`config.mk`:
```
export PLATFORM = sky130hd
export DESIGN_NAME = utf8_stream_decoder
export DESIGN_NICKNAME = d
export VERILOG_FILES = /design/src/rtl/core/u8dec_pkg.sv /design/src/rtl/core/utf8_stream_decoder.sv
export SDC_FILE = /design/constraint.sdc
export NUM_CORES = 1
export LEC_CHECK = 0
export BUFFER_PORTS_ARGS = -buffer_cell sky130_fd_sc_hd__buf_2
export CORE_ASPECT_RATIO = 2
export CORE_MARGIN = 3
export CORE_UTILIZATION = 40
export DETAILED_ROUTE_END_ITERATION = 16
export GPL_ROUTABILITY_DRIVEN = 0
export GPL_TIMING_DRIVEN = 0
export HOLD_SLACK_MARGIN = 0.1
export PLACE_DENSITY_LB_ADDON = 0.15
export SYNTH_ARGS = -nofsm -noshare
export SYNTH_HDL_FRONTEND = slang
export SYNTH_SLANG_ARGS = --single-unit
```
`constraint.sdc`:
```
create_clock -name clk -period 3.69 [get_ports clk]
set_input_delay 0.738 -clock clk [delete_from_list [all_inputs] [get_ports clk]]
set_output_delay 0.738 -clock clk [all_outputs]
set_load 0.03 [all_outputs]
```
`src/rtl/core/u8dec_pkg.sv`:
```
// u8dec_pkg: beat types and byte-range constants for the utf-8 stream decoder
// no dependencies; imported by utf8_stream_decoder, utf8_decode_checker and testbench
`default_nettype none

package u8dec_pkg;

  // input beat: one raw byte plus end-of-buffer flag
  typedef struct packed {
    logic [7:0] byte_in;
    logic       final_byte;
  } in_beat_t;

  // result beat: one code point or one corrupt marker
  typedef struct packed {
    logic [20:0] code_point;
    logic [2:0]  byte_count;
    logic        status;
    logic        buffer_end;
  } out_beat_t;

  // status codes
  localparam logic STATUS_VALID   = 1'b0;
  localparam logic STATUS_CORRUPT = 1'b1;

  // lead byte ranges
  localparam logic [7:0] ASCII_LIMIT   = 8'h80;
  localparam logic [7:0] LEAD_MIN      = 8'hC2;
  localparam logic [7:0] LEAD2_MAX     = 8'hDF;
  localparam logic [7:0] LEAD3_MAX     = 8'hEF;
  localparam logic [7:0] LEAD_MAX      = 8'hF4;

  // continuation byte range
  localparam logic [7:0] CONT_MIN      = 8'h80;
  localparam logic [7:0] CONT_MAX      = 8'hBF;

  // leads with second-byte limits
  localparam logic [7:0] LEAD_E0       = 8'hE0;
  localparam logic [7:0] LEAD_ED       = 8'hED;
  localparam logic [7:0] LEAD_F0       = 8'hF0;
  localparam logic [7:0] LEAD_F4       = 8'hF4;
  localparam logic [7:0] E0_SECOND_MIN = 8'hA0;
  localparam logic [7:0] ED_SECOND_MAX = 8'h9F;
  localparam logic [7:0] F0_SECOND_MIN = 8'h90;
  localparam logic [7:0] F4_SECOND_MAX = 8'h8F;

  // scalar value limits
  localparam logic [20:0] SURR_MIN     = 21'h00D800;
  localparam logic [20:0] SURR_MAX     = 21'h00DFFF;
  localparam logic [20:0] CP_MAX       = 21'h10FFFF;

  // sequence lengths
  localparam logic [2:0] LEN_1 = 3'd1;
  localparam logic [2:0] LEN_2 = 3'd2;
  localparam logic [2:0] LEN_3 = 3'd3;
  localparam logic [2:0] LEN_4 = 3'd4;

endpackage

`default_nettype wire

```
`src/rtl/core/utf8_stream_decoder.sv`:
```
// utf8_stream_decoder: strict utf-8 decoder, one byte beat in, at most one result beat out
// depends on u8dec_pkg for beat types and byte-range constants
//
//   channel  | signals                              | carries
//   ---------+--------------------------------------+----------------------------------
//   octet    | octet_valid, octet_ready, octet_data | byte_in, final_byte
//   char     | char_valid, char_ready, char_data    | code_point, byte_count, status,
//            |                                      | buffer_end
//   cfg      | cfg_valid, cfg_ready, cfg_data       | relaxed_checks (always ready)
//
// one byte per cycle unless a stalled output holds back a byte with a result: a byte
// lands in the input register, is decoded against the sequence state in the next cycle
// and its result lands in the output register.
// a stalled char beat holds the output register; the input register still takes one
// more byte, and bytes that give no result keep moving while the output is full.
// synchronous reset clears valids, sequence state, discard flag and relaxed_checks.
`default_nettype none

module utf8_stream_decoder
  import u8dec_pkg::*;
(
  input  wire logic      clk,
  input  wire logic      rst,
  input  wire logic      octet_valid,
  output logic           octet_ready,
  input  wire in_beat_t  octet_data,
  output logic           char_valid,
  input  wire logic      char_ready,
  output out_beat_t      char_data,
  input  wire logic      cfg_valid,
  output logic           cfg_ready,
  input  wire logic      cfg_data
);

  // configuration
  logic relaxed;

  // input stage
  logic     s1_valid;
  in_beat_t s1;

  // sequence state
  logic [1:0]  pending, pending_next;
  logic [2:0]  seq_len, seq_len_next;
  logic [20:0] partial, partial_next;
  logic [7:0]  lead, lead_next;
  logic        discarding, discarding_next;

  // decode outputs
  logic        has_result;
  out_beat_t   result;
  logic        do_fail;
  logic        advance;
  logic        second_byte;
  logic        second_bad;
  logic [20:0] partial_shift;
  logic [1:0]  pending_dec;

  assign cfg_ready = 1'b1;

  // config register
  always_ff @(posedge clk) begin
    if (rst) begin
      relaxed <= 1'b0;
    end else if (cfg_valid && cfg_ready) begin
      relaxed <= cfg_data;
    end
  end

  // input stage moves when its byte gives no result or the output slot frees
  assign advance     = s1_valid && (!has_result || !char_valid || char_ready);
  assign octet_ready = !s1_valid || advance;

  always_ff @(posedge clk) begin
    if (rst) begin
      s1_valid <= 1'b0;
    end else if (octet_ready) begin
      s1_valid <= octet_valid;
    end
  end

  always_ff @(posedge clk) begin
    if (octet_valid && octet_ready) begin
      s1 <= octet_data;
    end
  end

  // continuation helpers
  assign second_byte   = ({1'b0, pending} + 3'd1) == seq_len;
  assign partial_shift = {partial[14:0], s1.byte_in[5:0]};
  assign pending_dec   = pending - 2'd1;

  // second-byte limits after e0, ed, f0, f4
  always_comb begin
    second_bad = 1'b0;
    if (lead == LEAD_E0 && !relaxed && s1.byte_in < E0_SECOND_MIN) second_bad = 1'b1;
    if (lead == LEAD_ED && s1.byte_in > ED_SECOND_MAX)             second_bad = 1'b1;
    if (lead == LEAD_F0 && !relaxed && s1.byte_in < F0_SECOND_MIN) second_bad = 1'b1;
    if (lead == LEAD_F4 && s1.byte_in > F4_SECOND_MAX)             second_bad = 1'b1;
  end

  // byte decode
  always_comb begin
    pending_next    = pending;
    seq_len_next    = seq_len;
    partial_next    = partial;
    lead_next       = lead;
    discarding_next = discarding;
    has_result      = 1'b0;
    result          = '0;
    do_fail         = 1'b0;

    if (discarding) begin
      // drop bytes until the buffer ends
      if (s1.final_byte) begin
        discarding_next = 1'b0;
        pending_next    = '0;
        seq_len_next    = '0;
        partial_next    = '0;
        lead_next       = '0;
      end
    end else if (pending == 2'd0) begin
      // lead byte
      if (s1.byte_in < ASCII_LIMIT) begin
        has_result        = 1'b1;
        result.code_point = {13'd0, s1.byte_in};
        result.byte_count = LEN_1;
        result.status     = STATUS_VALID;
        result.buffer_end = s1.final_byte;
      end else if (s1.byte_in < LEAD_MIN || s1.byte_in > LEAD_MAX) begin
        do_fail = 1'b1;
      end else begin
        lead_next = s1.byte_in;
        if (s1.byte_in <= LEAD2_MAX) begin
          seq_len_next = LEN_2;
          pending_next = 2'd1;
          partial_next = {16'd0, s1.byte_in[4:0]};
        end else if (s1.byte_in <= LEAD3_MAX) begin
          seq_len_next = LEN_3;
          pending_next = 2'd2;
          partial_next = {17'd0, s1.byte_in[3:0]};
        end else begin
          seq_len_next = LEN_4;
          pending_next = 2'd3;
          partial_next = {18'd0, s1.byte_in[2:0]};
        end
        if (s1.final_byte) do_fail = 1'b1;
      end
    end else begin
      // continuation byte
      if (s1.byte_in < CONT_MIN || s1.byte_in > CONT_MAX) begin
        do_fail = 1'b1;
      end else if (second_byte && second_bad) begin
        do_fail = 1'b1;
      end else if (pending_dec == 2'd0) begin
        pending_next = '0;
        seq_len_next = '0;
        partial_next = '0;
        lead_next    = '0;
        if ((partial_shift >= SURR_MIN && partial_shift <= SURR_MAX) ||
            partial_shift > CP_MAX) begin
          do_fail = 1'b1;
        end else begin
          has_result        = 1'b1;
          result.code_point = partial_shift;
          result.byte_count = seq_len;
          result.status     = STATUS_VALID;
          result.buffer_end = s1.final_byte;
        end
      end else begin
        pending_next = pending_dec;
        partial_next = partial_shift;
        if (s1.final_byte) do_fail = 1'b1;
      end
    end

    // corrupt beat, clear the sequence, discard unless buffer ended
    if (do_fail) begin
      pending_next      = '0;
      seq_len_next      = '0;
      partial_next      = '0;
      lead_next         = '0;
      discarding_next   = !s1.final_byte;
      has_result        = 1'b1;
      result.code_point = '0;
      result.byte_count = '0;
      result.status     = STATUS_CORRUPT;
      result.buffer_end = s1.final_byte;
    end
  end

  // sequence state update
  always_ff @(posedge clk) begin
    if (rst) begin
      pending    <= '0;
      seq_len    <= '0;
      partial    <= '0;
      lead       <= '0;
      discarding <= 1'b0;
    end else if (advance) begin
      pending    <= pending_next;
      seq_len    <= seq_len_next;
      partial    <= partial_next;
      lead       <= lead_next;
      discarding <= discarding_next;
    end
  end

  // output register
  always_ff @(posedge clk) begin
    if (rst) begin
      char_valid <= 1'b0;
    end else if (advance && has_result) begin
      char_valid <= 1'b1;
    end else if (char_ready) begin
      char_valid <= 1'b0;
    end
  end

  always_ff @(posedge clk) begin
    if (advance && has_result) begin
      char_data <= result;
    end
  end

endmodule

`default_nettype wire

```
==> reports/qor.txt <==
Final hold violation count -> 0
Req. time, crit path -> 2.95 ns
Total GRT Usage -> 17.0%
Total of max-cap violations -> 0
Period utilisation layout -> 95.2%
Power Density -> 488 nW/um2
Vias in the first global route -> 2143
CTS tree -> yes
Inst Count DP -> 405
Worst Setup Start Kind -> flip-flop
Layout cells sized above 1 -> 23.6%
Grt total ovfl -> 0
Seq cells post-synth -> 67
Crit. End Element -> output pin
Avg Vias per Cell -> 4.98
Port Buf Inserts -> 42
Final setup violation count -> 0
Number of synthesized flops with an enable pin -> 35
Routed WL -> 6.50 mm
Normalized max-slew margin -> 49.0%
Die area -> 8770 um2
WS Path Type -> flip-flop to output pin
Fin cells -> 423
Final Skew -> 0.00527 ns
Clock Latency Late Sink -> 0.33 ns
Asr flop ratio synth -> 0%
Cell variety after synth -> 54
Top-area cell type share of the netlist area -> 34.5%
Synth Flop Type -> edfxtp_1
Fin crit period -> 3.51 ns
Synth Area per Inst -> 11.3 um2
Core region area -> 7320 um2
Clock buffer depth -> 2
Site Rows -> 44
Number of buffers created by CTS -> 9
Least-Margin Pin Slew -> 0.759 ns
Io pins -> 44
Initial antenna violation count -> 0
Unrepaired setup endpoints after global routing -> no
Clk slew on worst S/H paths -> 0.05 ns
First-pass GRT wire length -> 10.6 mm
Top-count cell post-synth -> edfxtp_1
H-tree depth -> 3
# diodes -> 0
Leak -> 1.45 nW
Die Width -> 67.7 um
DRC viols -> 0
DRT Pass-1 Iters -> 4
Synth cell count leaders -> edfxtp_1, dfxtp_1, mux2i_1, nand2b_1, nand2_1
Count of pins over their slew limit -> 0
Initial Utilization -> 41.6%
Fin nets -> 344
ANT nets after route -> 0
CTS Sinks -> 67
Vias -> 2105
Status -> completed
Sequential fraction of the synthesis area -> 55.5%
Pin count of the biggest net entering global routing -> 20
Root Driver -> clkbuf_16
HPWL after DPL -> 4.85 mm
Post-route cell area -> 3720 um2
Post-Place Cell Area -> 3400 um2
Synth area leaders -> edfxtp_1, dfxtp_1, mux2i_1
Area grow syn2layout -> 22.1%
Crit-path max FO -> 8
Max Clk Rate -> 0.285 GHz
Cell taking the most area after synthesis -> edfxtp_1
WL per Instance -> 15.4 um
Synth Warn # -> 0
Netlist Area Pre-Place -> 3050 um2
Hold crit path type -> flip-flop to flip-flop
Critical Path AT -> 2.78 ns
Syn_nets -> 288
Die Height -> 129 um
Maximum vdd ir drop -> 0.296 mV
Detailed Route Iter0 Violations -> 118
Syn Inst Count -> 270
cell type report:
class                           count  area, um2
Multi-Input combinational cell    180       1260
Tap cell                           92        115
Clock buffer                       13        240
Clock inverter                      3       38.8
Inverter                            9       33.8
Timing Repair Buffer               45        253
Buffer                             14       85.1
Sequential cell                    67       1700
Fill cell                         692       3600
metrics by stage:
step | utilization, % | TNS (ns) | power (W) | hold slack, ns | setup slack (ns)
after floorplan | - | 0 | 0.000965 | 0.446 | 0.211
after global placement | 46.1 | -20.67 | 0.00101 | 0.463 | -0.798
after global routing | 50.8 | 0 | 0.00188 | 0.508 | 0.0384
final | 50.8 | 0 | 0.00182 | 0.475 | 0.177
after detailed placement | 46.5 | 0 | 0.00102 | 0.472 | 0.121
after CTS | 50.8 | 0 | 0.00184 | 0.480 | 0.0156
state kept, by name (all words and copies together), names as in the netlist:
| register | flops |
|---|---|
| char_data | 26 |
| char_valid | 1 |
| discarding | 1 |
| lead | 8 |
| partial | 15 |
| partial_shift | 6 |
| pending | 2 |
| relaxed | 1 |
| s1 | 3 |
| s1_valid | 1 |
| seq_len | 3 |
cells by family (layout without fill, tap and decap cells):
logic type | count (synthesis) | in the layout | share of synthesized area, %
muxes | 29 | 29 | 9.52
DFF | 67 | 67 | 55.5
other | 1 | 1 | 0.123
buffers and inverters | 23 | 84 | 3.90
AOI/OAI and AO/OA | 29 | 29 | 7.67
and+or+nand+nor | 115 | 115 | 21.2
adders and majority gates | 3 | 3 | 1.23
xor gates and xnor gates | 3 | 3 | 0.862
placed cells by master, fill, tap and decap left out, types with 3 or more instances in the layout:
cell type  instances
a21oi_1            5
a31oi_1            3
and2_1            21
and3_2             3
buf_2             42
buf_4              4
clkbuf_1          12
clkbuf_16          9
dfxtp_1           31
edfxtp_1          35
ha_1               3
inv_1              9
mux2i_1           29
nand2_1           28
nand2b_1          29
nand3_1            4
nor2_1             8
nor3_1             4
o21ai_0            3
report_power, final:
| group | switching, W | internal [W] |
|---|---|---|
| Clock | 0.000291 | 0.000520 |
| Combinational | 0.000104 | 0.0000676 |
| Sequential | 0.0000190 | 0.000814 |
| Total | 0.000414 | 0.00140 |
worst max-delay path, stage by stage, from the launching register on:
cell and delay (ns):
edfxtp_1 0.55, or4_1 0.52, a21oi_1 0.18, o311ai_2 0.16, a32o_2 0.31, a211o_1 0.29
or2_1 0.25, buf_2 0.19
what timing repair did:
item | 4_1_cts | 5_1_grt
pin swaps | 3 | 1
setup buffers | 2 | 0
hold buffers | 0 | 0
resized for setup | 5 | 0
setup endpoints to repair | 1 | 1
per-layer routing:
layer	GRT usage [%]	wire, um	vias to the layer above
li1	-	-	1060
met1	16.3	2330	985
met2	31.4	3700	44
met3	3.38	220	16
met4	11.0	252	0
met5	0	0	-
path summary, 6_finish.rpt:
| kind | from | end | slack (ns) | cells after the start |
|---|---|---|---|---|
| setup / recovery | partial_shift[5] | octet_ready | 0.18 | 7 |
| hold / removal | partial[4] | partial[10] | 0.47 | 2 |
| setup reg to reg | partial_shift[5] | char_data[13] | 0.69 | 7 |
| hold reg to reg | partial[4] | partial[10] | 0.47 | 2 |
Note: power is estimated with default switching activity, not from simulation.
